==> src/dcq_pkg.sv <==
`timescale 1ns / 1ps
// dcq_pkg: shared types and constants for the duplicate-suppressing id queue
// depends on nothing; used by dcq_cell, dcq_ctrl and dedup_circular_id_queue_top
package dcq_pkg;

    localparam int DEPTH = 8;
    localparam int ID_W = 22;
    localparam int IDX_W = $clog2(DEPTH);
    localparam int CNT_W = $clog2(DEPTH + 1);
    localparam logic [CNT_W-1:0] FULL_CNT = CNT_W'(DEPTH);

    typedef enum logic [1:0] {
        OP_INSERT = 2'd0,
        OP_POP    = 2'd1,
        OP_REMOVE = 2'd2,
        OP_LOOKUP = 2'd3
    } op_t;

    typedef enum logic [1:0] {
        STAT_OK    = 2'd0,
        STAT_FULL  = 2'd1,
        STAT_DUP   = 2'd2,
        STAT_EMPTY = 2'd3
    } status_t;

    typedef enum logic [1:0] {
        S_IDLE,
        S_WALK,
        S_DONE
    } state_t;

    typedef struct packed {
        op_t              operation;
        logic [ID_W-1:0]  proc_id;
    } in_t;

    typedef struct packed {
        logic [ID_W-1:0]  result_id;
        logic             hit;
        status_t          status;
        logic [3:0]       count_after;
    } out_t;

    typedef struct packed {
        logic             shift;
        logic             load;
        logic [IDX_W-1:0] wpos;
        logic [ID_W-1:0]  load_id;
    } cell_ctrl_t;

endpackage

==> src/dcq_cell.sv <==
`timescale 1ns / 1ps
// dcq_cell: one queue slot; loads a new id at its own position or takes its neighbor's id
// depends on dcq_pkg
module dcq_cell
    import dcq_pkg::*;
(
    input  logic             aclk,
    input  cell_ctrl_t       ctrl,
    input  logic [IDX_W-1:0] cell_idx,
    input  logic [ID_W-1:0]  right_id,
    output logic [ID_W-1:0]  id
);

    logic [ID_W-1:0] id_reg;

    always_ff @(posedge aclk) begin
        if (ctrl.load && (ctrl.wpos == cell_idx)) begin
            id_reg <= ctrl.load_id;
        end else if (ctrl.shift) begin
            id_reg <= right_id;
        end
    end

    assign id = id_reg;

endmodule

==> src/dcq_ctrl.sv <==
`timescale 1ns / 1ps
// dcq_ctrl: sequencer; walks the row once unless pop or full insert; has the result register
// depends on dcq_pkg
module dcq_ctrl
    import dcq_pkg::*;
(
    input  logic            aclk,
    input  logic            aresetn,
    input  logic            s_valid,
    output logic            s_ready,
    input  in_t             s_data,
    output logic            m_valid,
    input  logic            m_ready,
    output out_t            m_data,
    input  logic [ID_W-1:0] head_id,
    output cell_ctrl_t      cell_ctrl
);

    state_t           state_reg, state_next;
    op_t              op_reg, op_next;
    logic [ID_W-1:0]  id_reg, id_next;
    logic [CNT_W-1:0] len_reg, len_next;
    logic [CNT_W-1:0] orig_reg, orig_next;
    logic [CNT_W-1:0] step_reg, step_next;
    logic             found_reg, found_next;
    logic             m_valid_reg, m_valid_next;
    out_t             m_data_reg, m_data_next;
    logic             match;
    logic             fire;

    always_ff @(posedge aclk) begin
        if (!aresetn) begin
            state_reg   <= S_IDLE;
            len_reg     <= '0;
            m_valid_reg <= 1'b0;
        end else begin
            state_reg   <= state_next;
            len_reg     <= len_next;
            m_valid_reg <= m_valid_next;
        end
        op_reg     <= op_next;
        id_reg     <= id_next;
        orig_reg   <= orig_next;
        step_reg   <= step_next;
        found_reg  <= found_next;
        m_data_reg <= m_data_next;
    end

    assign match = (head_id == id_reg);
    assign fire  = !m_valid_reg || m_ready;

    always_comb begin
        state_next   = state_reg;
        op_next      = op_reg;
        id_next      = id_reg;
        len_next     = len_reg;
        orig_next    = orig_reg;
        step_next    = step_reg;
        found_next   = found_reg;
        m_valid_next = m_valid_reg && !m_ready;
        m_data_next  = m_data_reg;
        cell_ctrl    = '0;
        s_ready      = 1'b0;

        unique case (state_reg)
            S_IDLE: begin
                s_ready = 1'b1;
                if (s_valid) begin
                    op_next    = s_data.operation;
                    id_next    = s_data.proc_id;
                    step_next  = '0;
                    found_next = 1'b0;
                    if ((s_data.operation == OP_POP) ||
                        ((s_data.operation == OP_INSERT) && (len_reg == FULL_CNT))) begin
                        orig_next = '0;
                    end else begin
                        orig_next = len_reg;
                    end
                    state_next = S_WALK;
                end
            end
            S_WALK: begin
                if (step_reg == orig_reg) begin
                    state_next = S_DONE;
                end else begin
                    // head entry leaves, survivors go back in at the tail
                    step_next       = step_reg + 1'b1;
                    found_next      = found_reg || match;
                    cell_ctrl.shift = 1'b1;
                    if ((op_reg == OP_REMOVE) && match) begin
                        len_next = len_reg - 1'b1;
                    end else begin
                        cell_ctrl.load    = 1'b1;
                        cell_ctrl.wpos    = IDX_W'(len_reg - 1'b1);
                        cell_ctrl.load_id = head_id;
                    end
                end
            end
            S_DONE: begin
                if (fire) begin
                    m_data_next = '0;
                    m_data_next.status = STAT_OK;
                    unique case (op_reg)
                        OP_INSERT: begin
                            if (len_reg == FULL_CNT) begin
                                m_data_next.status = STAT_FULL;
                            end else if (found_reg) begin
                                m_data_next.status = STAT_DUP;
                            end else begin
                                cell_ctrl.load    = 1'b1;
                                cell_ctrl.wpos    = IDX_W'(len_reg);
                                cell_ctrl.load_id = id_reg;
                                len_next          = len_reg + 1'b1;
                            end
                        end
                        OP_POP: begin
                            if (len_reg == '0) begin
                                m_data_next.status = STAT_EMPTY;
                            end else begin
                                m_data_next.result_id = head_id;
                                m_data_next.hit       = 1'b1;
                                cell_ctrl.shift       = 1'b1;
                                len_next              = len_reg - 1'b1;
                            end
                        end
                        OP_REMOVE: begin
                            m_data_next.hit = (len_reg != orig_reg);
                        end
                        OP_LOOKUP: begin
                            if (found_reg) begin
                                m_data_next.hit       = 1'b1;
                                m_data_next.result_id = id_reg;
                            end
                        end
                        default: begin
                            m_data_next.status = STAT_OK;
                        end
                    endcase
                    m_data_next.count_after = 4'(len_next);
                    m_valid_next = 1'b1;
                    state_next   = S_IDLE;
                end
            end
            default: begin
                state_next = S_IDLE;
            end
        endcase
    end

    assign m_valid = m_valid_reg;
    assign m_data  = m_data_reg;

    a_len_bound: assert property (@(posedge aclk) disable iff (!aresetn)
        len_reg <= FULL_CNT)
        else $error("queue length above depth");

    a_step_bound: assert property (@(posedge aclk) disable iff (!aresetn)
        (state_reg == S_WALK) |-> (step_reg <= orig_reg))
        else $error("walk ran past the starting length");

    a_count_match: assert property (@(posedge aclk) disable iff (!aresetn)
        ((state_reg == S_DONE) && fire) |=> (m_data_reg.count_after == 4'(len_reg)))
        else $error("reported count differs from queue length");

    a_empty_pop: assert property (@(posedge aclk) disable iff (!aresetn)
        (m_valid_reg && (m_data_reg.status == STAT_EMPTY)) |->
            (!m_data_reg.hit && (m_data_reg.count_after == 4'd0)))
        else $error("empty status with hit or nonzero count");

    a_remove_no_grow: assert property (@(posedge aclk) disable iff (!aresetn)
        ((state_reg == S_WALK) && (op_reg == OP_REMOVE)) |=> (len_reg <= $past(len_reg)))
        else $error("remove walk grew the queue");

endmodule

==> src/dedup_circular_id_queue_top.sv <==
`timescale 1ns / 1ps
// after an input transfer the sequencer walks the queue (not for pop or full insert),
// then registers the result once the output register is empty or being read; a new input
// is taken only after the result of the last one is in the output register
// the walk moves every entry once through the head cell, one entry per cycle
// the next input transfer is taken while a result still waits on the output register
// reset (aresetn low, synchronous) empties the queue; slot contents are left as they are
// dedup_circular_id_queue_top: cell row plus sequencer; depends on dcq_pkg, dcq_cell, dcq_ctrl
module dedup_circular_id_queue_top
    import dcq_pkg::*;
(
    input  logic aclk,
    input  logic aresetn,
    input  logic s_valid,
    output logic s_ready,
    input  in_t  s_data,
    output logic m_valid,
    input  logic m_ready,
    output out_t m_data
);

    cell_ctrl_t      cell_ctrl;
    logic [ID_W-1:0] cell_id [DEPTH];

    dcq_ctrl u_ctrl (
        .aclk      (aclk),
        .aresetn   (aresetn),
        .s_valid   (s_valid),
        .s_ready   (s_ready),
        .s_data    (s_data),
        .m_valid   (m_valid),
        .m_ready   (m_ready),
        .m_data    (m_data),
        .head_id   (cell_id[0]),
        .cell_ctrl (cell_ctrl)
    );

    for (genvar g = 0; g < DEPTH; g++) begin : g_cell
        logic [ID_W-1:0] right_id;
        if (g == DEPTH - 1) begin : g_last
            assign right_id = cell_id[g];
        end else begin : g_mid
            assign right_id = cell_id[g+1];
        end
        dcq_cell u_cell (
            .aclk     (aclk),
            .ctrl     (cell_ctrl),
            .cell_idx (IDX_W'(g)),
            .right_id (right_id),
            .id       (cell_id[g])
        );
    end

endmodule

==> config.mk <==
export PLATFORM = sky130hd
export DESIGN_NAME = dedup_circular_id_queue_top
export DESIGN_NICKNAME = d
export VERILOG_FILES = /design/src/dcq_pkg.sv /design/src/dcq_cell.sv /design/src/dcq_ctrl.sv /design/src/dedup_circular_id_queue_top.sv
export SDC_FILE = /design/constraint.sdc
export NUM_CORES = 1
export LEC_CHECK = 0
export ABC_AREA = 1
export BUFFER_PORTS_ARGS = -buffer_cell sky130_fd_sc_hd__buf_2
export CAP_MARGIN = 20
export CORE_ASPECT_RATIO = 0.9
export CORE_MARGIN = 4
export CORE_UTILIZATION = 30
export DETAILED_ROUTE_END_ITERATION = 7
export GPL_TIMING_DRIVEN = 0
export PLACE_DENSITY_LB_ADDON = 0.12
export SYNTH_ARGS = -nofsm -noshare
export SYNTH_HDL_FRONTEND = slang
export SYNTH_HIERARCHICAL = 1
export SYNTH_SLANG_ARGS = --single-unit
==> constraint.sdc <==
create_clock -name aclk -period 5.4 [get_ports aclk]
set_input_delay 1.08 -clock aclk [delete_from_list [all_inputs] [get_ports aclk]]
set_output_delay 1.08 -clock aclk [all_outputs]
set_load 0.01 [all_outputs]
**After elaboration in Yosys (flattened, before gate mapping)**

Index checks and enable logic that the tools add are counted.

- Register bits: 245
- Bits of input ports: 28

- Add/subtract/negate cells: 3
- Equal/unequal tests: 22
- Muxes and demuxes: 52
- Reduce and logical (&&, ||, !) cells: 35

Operators with widths:

| operator | count |
|---|---|
| 22-bit 2-to-1 mux | 14 |
| 26-bit 2-to-1 mux | 4 |
| 27-bit 2-to-1 mux | 2 |
| 27-bit one-hot mux with 2 select lines | 1 |
| 23-bit 2-to-1 mux | 2 |
| 22-bit one-hot mux with 2 select lines | 1 |
| 4-bit 2-to-1 mux | 8 |
| 4-bit one-hot mux with 2 select lines | 3 |
| 22-bit equality test | 1 |
| 2-bit nonzero test | 9 |
| 3-bit equality test (second input constant) | 4 |
| 2-bit 2-to-1 mux | 6 |
| 1-bit logical AND | 11 |
| 4-bit by 1-bit adder with 4-bit output (second input constant) | 2 |
| 1-bit 2-to-1 mux | 7 |
| 2-bit by 1-bit equality test with 1-bit output (second input constant) | 3 |
| 2-bit equality test (second input constant) | 3 |
| 3-bit by 2-bit equality test with 1-bit output (second input constant) | 2 |
| 2-bit zero test | 3 |
| 2-bit by 1-bit != test with 1-bit output (second input constant) | 3 |
| 2-bit one-hot mux with 3 select lines | 1 |
| 3-bit AND reduction | 2 |
| 4-bit equality test | 1 |
| 4-bit equality test (second input constant) | 1 |
| other kinds (13) | 18 |

**Longest topological paths before layout**

- Depth in word-level cells: 8
- Mapped depth: 18

**Hierarchy**

The synthesis kept the hierarchy.

Modules (own cells, without submodules):

| module | instances | cells an instance | area an instance (um^2) | sequential area each (um^2) |
|---|---|---|---|---|
| dcq_cell | 8 | 113 | 1067.3 | 660.6 |
| dcq_ctrl | 1 | 441 | 3868.7 | 2001.9 |
| dedup_circular_id_queue_top | 1 | 2 | 7.5 | 0.0 |

**Worst setup path after synthesis**

Ideal clock, no wire load.

- Path type: input to register
- Start point: in m_ready
- End point: reg g_cell[4].u_cell.id_reg[0], enable pin
- Library setup time: 0.379 ns
- Data arrival time: 4.478 ns
- Setup slack: 0.544 ns
- Cell stages on the path: 11
- Path buffers: 1
- Cell sequence: nor2_1 nor2_1 nand3_1 a21oi_1 inv_1 nand2_1 nand2_1 nor2_2 nand2_2 buf_6 nand2_1

RTL lines:

| element | RTL line | text |
|---|---|---|
| start: declaration | dedup_circular_id_queue_top.sv:18 | `input logic m_ready,` |
| end signal: assignment | dcq_cell.sv:18 | `id_reg <= ctrl.load_id;` |
| end signal: assignment | dcq_cell.sv:20 | `id_reg <= right_id;` |
| end: declaration | dcq_cell.sv:14 | `logic [ID_W-1:0] id_reg;` |

==> results by group <==
Floorplan
  • Core ar.: 0.04073 mm²
  • # rows: 70
  • Number of I/O pins: 59
  • Initial core utilization: 30.48%
  • Die area: 0.04470 mm²
  • Die height: 201.0 µm
  • Die W: 222.4 µm

Cells and area
  • Nets@finish: 1519
  • Fin area: 0.01448 mm²
  • Sequential cell area: 0.007287 mm²
  • Area Growth Syn to Fin: 16.63%
  • Antenna fix cells: 0
  • # fillers: 4153
  • Layout cells sized above 1: 13.72%
  • Max reg flops: 176
  • Multi-input logic area: 0.004390 mm²

CTS
  • Post-CTS sizing: 0
  • CTS Hold Bufs: 0
  • Clk_lat worst skew: 0.54 ns
  • TritonCTS clock tree: built
  • CTS sink count: 245
  • Clk slew on worst S/H paths: 0.06 ns
  • CTS buffer count: 28
  • Clk root buf: clkbuf_16
  • Clock buffer depth: 3
  • H-tree Lvls: 1
  • Post CTS Setup Buffer Count: 0

STA
  • Count of final max-slew check failures: 0
  • Minimum clock period after layout: 4.597 ns
  • Final Skew: 0.01290 ns
  • Hold Slack: 0.5023 ns
  • RSZ-0062 raised after global routing: false
  • Actual slew at the worst max-slew pin: 1.065 ns
  • Setup-failing EPs final: 0
  • Final hold vios: 0
  • Slew HR: 28.97%
  • FMAX: 217.5 MHz
  • Period utilization: 85.13%

Status
  • Status: finished, final reports clean

Power and ir drop
  • Power Dens Cells: 482.6 mW/mm²
  • Final Total Pwr: 6.987 mW
  • Net Sw Frac: 34.70%
  • Comb pwr share: 30.9%
  • VDD IR max: 0.0002414 V
  • Net Sw Power: 2.425 mW
  • Sequential Power Share: 43.4%
  • Pleak: 6.163 nW
  • Int Pwr: 4.562 mW
  • Clock network power share: 25.6%

Global route
  • First-pass GRT wire length: 44540 µm
  • Gr usage total: 12.05%
  • Largest net degree at the start of global routing: 33
  • Vias in the first global route: 8298
  • Total grt overflow: 0
  • Initial antenna violation count: 0

Placed design
  • Post-DP HPWL: 21040 µm
  • Port-buffer cells: 58
  • Placer Congestion: 0.8205
  • Placement Cell Area: 0.01360 mm²

Yosys
  • Post-Syn Instances: 1347
  • Post-synthesis sequential area ratio: 58.70%
  • Fraction of registers with async set/reset: 0%
  • Post-synthesis adder-cell area fraction: 0.7055%
  • Multiplexer share of the synthesized area: 0%
  • Largest family of logic cells by synthesized area: simple AND/OR/NAND/NOR gates
  • EDFF count, synth: 238
  • Cell taking the most area after synthesis: edfxtp_1
  • Area share of xor/xnor cells in the synthesized design: 1.129%
  • FF+latch count, synth: 245
  • Synth Area in Compound Gates: 3.195%
  • Post-synthesis simple-gate area fraction: 28.82%
  • Mean Syn Cell Area: 9.216 µm²
  • Area share of the largest cell type after synthesis: 57.57%
  • Post-synthesis cell type count: 37
  • Post-synth top flop: edfxtp_1
  • Synthesized area: 0.01241 mm²
  • Area contributors post-synth: edfxtp_1 58%, nand2_1 16%, nand3_1 8.6%
  • Syn. warnings: 6

Worst setup path
  • CP arrival: 4.75 ns
  • FF-to-FF path depth: 17
  • Setup crit end kind: register
  • WS Path Type: register to register
  • Crit path largest cell delay: 0.71 ns
  • Crit path max fanout: 22
  • Crit-path cells: buf_2, inv_1, ha_1, nand3_2, nand2_2, nor4_4, buf_6, nand2_1, a21oi_1, buf_4, inv_1, nand2_1, nand2_1, nor2_2, nand2_2, buf_6, nand2_1
  • CP most frequent cell: nand2_1
  • R2r setup slk: 0.80 ns
  • WP data required: 5.56 ns
  • Crit start category: register
  • Slowest cell on crit path: nand2_1
  • Reg2reg start: u_ctrl/len_reg[0]
  • RR Endpoint: g_cell[7].u_cell/id[9]

Routing
  • Met3 wire len: 1314 µm
  • Wl on met1: 13060 µm
  • Drt via density: 4.250
  • Wirelength per Cell: 13.34 µm
  • Highest routed layer: met4
  • Met2 wire len: 12100 µm
  • DRC: 0
  • TritonRoute pass-1 iters: 5
  • Total wire length: 27240 µm
  • Vias: 8678
  • Starting DRC count in detailed routing: 442
  • Post-route ant nets: 0

Hold path
  • Tightest Hold Check Type: register to register
  • Hold path depth: 2
  • Min-delay src: g_cell[2].u_cell/id[1]
  • Endpoint, Worst Hold: g_cell[1].u_cell/id[1]

Flow run
  • Max-cap violation count: 0
[worst max-delay path: cells and delay by family (launching register included)]
kind,cells,cell delay [ns]
AOI/OAI and AO/OA,1,0.39
adders and majority gates,1,0.28
and+or+nand+nor,9,2.03
buffers and inverters,6,1.12
DFF,1,0.36
[metrics by stage]
stage | setup WS, ns | TNS [ns] | std cells | utilization [%]
floorplan | 0.5435 | 0 | 1393 | -
global placement | -1.327 | -269.58 | 1991 | 33.28
detailed placement | 0.2613 | 0 | 1994 | 33.40
CTS | 0.6336 | 0 | 2042 | 35.55
global route | 0.2315 | 0 | 2042 | 35.55
finish | 0.8032 | 0 | 2042 | 35.55
[power groups by stage]
stage / Clock [mW] / Combinational [mW] / Sequential, mW
3_3_place_gp: 0 / 2.14 / 3.08
2_1_floorplan: 0 / 1.55 / 3.04
4_1_cts: 1.86 / 2.19 / 3.04
3_5_place_dp: 0 / 2.19 / 3.08
6_report: 1.79 / 2.16 / 3.03
5_1_grt: 1.96 / 2.47 / 3.09
[routing by layer]
metal	GRT usage, %	vias up
met5	0	-
met2	19.51	166
met4	3.346	0
met1	16.66	3760
li1	-	4707
met3	2.252	45
[layout by cell type, fill, tap and decap left out, types with 2 or more instances in the layout]
cell type / count
nor2_4: 2
o22ai_1: 19
clkbuf_8: 3
a21oi_1: 34
nand2_1: 535
nand3_2: 2
nand4_1: 4
nand3_1: 214
buf_6: 18
inv_2: 11
conb_1: 48
ha_1: 7
edfxtp_1: 238
clkbuf_16: 30
inv_1: 97
clkbuf_1: 13
o21ai_0: 3
o211ai_1: 3
nor2_2: 18
o21ai_1: 2
a22o_1: 4
xnor2_1: 2
nand2_2: 11
buf_2: 66
xor2_1: 14
nor2_1: 45
buf_4: 35
clkinv_1: 4
dfxtp_1: 7
[final cells by class]
cell class / count / area share, %
clock inverter: 5 / 0.3197
buffer: 62 / 3.465
sequential: 245 / 50.33
clock buffer: 43 / 5.729
tap: 540 / 4.666
inverter: 110 / 2.869
multi-input combinational: 976 / 30.32
timing repair buffer: 61 / 2.299
[worst max path at each step]
stage / cells after the start / slack [ns] / to / start
6_report: 17 / 0.80 / g_cell[7].u_cell/id[9] / u_ctrl/len_reg[0]
5_1_grt: 13 / 0.23 / g_cell[7].u_cell/id[19] / u_ctrl/state_reg[0]
4_1_cts: 13 / 0.63 / g_cell[7].u_cell/id[9] / u_ctrl/state_reg[0]
3_5_place_dp: 12 / 0.26 / g_cell[7].u_cell/id[4] / m_ready
3_3_place_gp: 12 / -1.33 / g_cell[7].u_cell/id[5] / m_ready
2_1_floorplan: 11 / 0.54 / g_cell[4].u_cell/id[0] / m_ready
[cell usage after synthesis, types with 2 or more instances]
cell type and count:
edfxtp_1 238, ha_1 7, o21ai_1 2, xnor2_1 2, buf_6 18, dfxtp_1 7, xor2_1 14, o21ai_0 3
clkbuf_1 3, nor2_2 18, nand3_2 2, nand2_1 535, a21oi_1 34, buf_4 33, nand4_1 4, nand2_2 11
nand3_1 214, conb_1 2, nor2_1 46, o22ai_1 19, o211ai_1 3, inv_2 11, inv_1 97, buf_2 8
a22o_1 4
[logic make-up (layout without fill, tap and decap cells)]
| logic type | Yosys count | count (layout) |
|---|---|---|
| AO/OA/AOI/OAI | 68 | 68 |
| other | 2 | 48 |
| adder cells (fa/ha/maj) | 7 | 7 |
| AND/OR/NAND/NOR | 837 | 837 |
| buffers and inverters | 172 | 281 |
| XOR/XNOR | 16 | 16 |
| flip-flops | 245 | 245 |
Power figures use the tool's default switching activity.
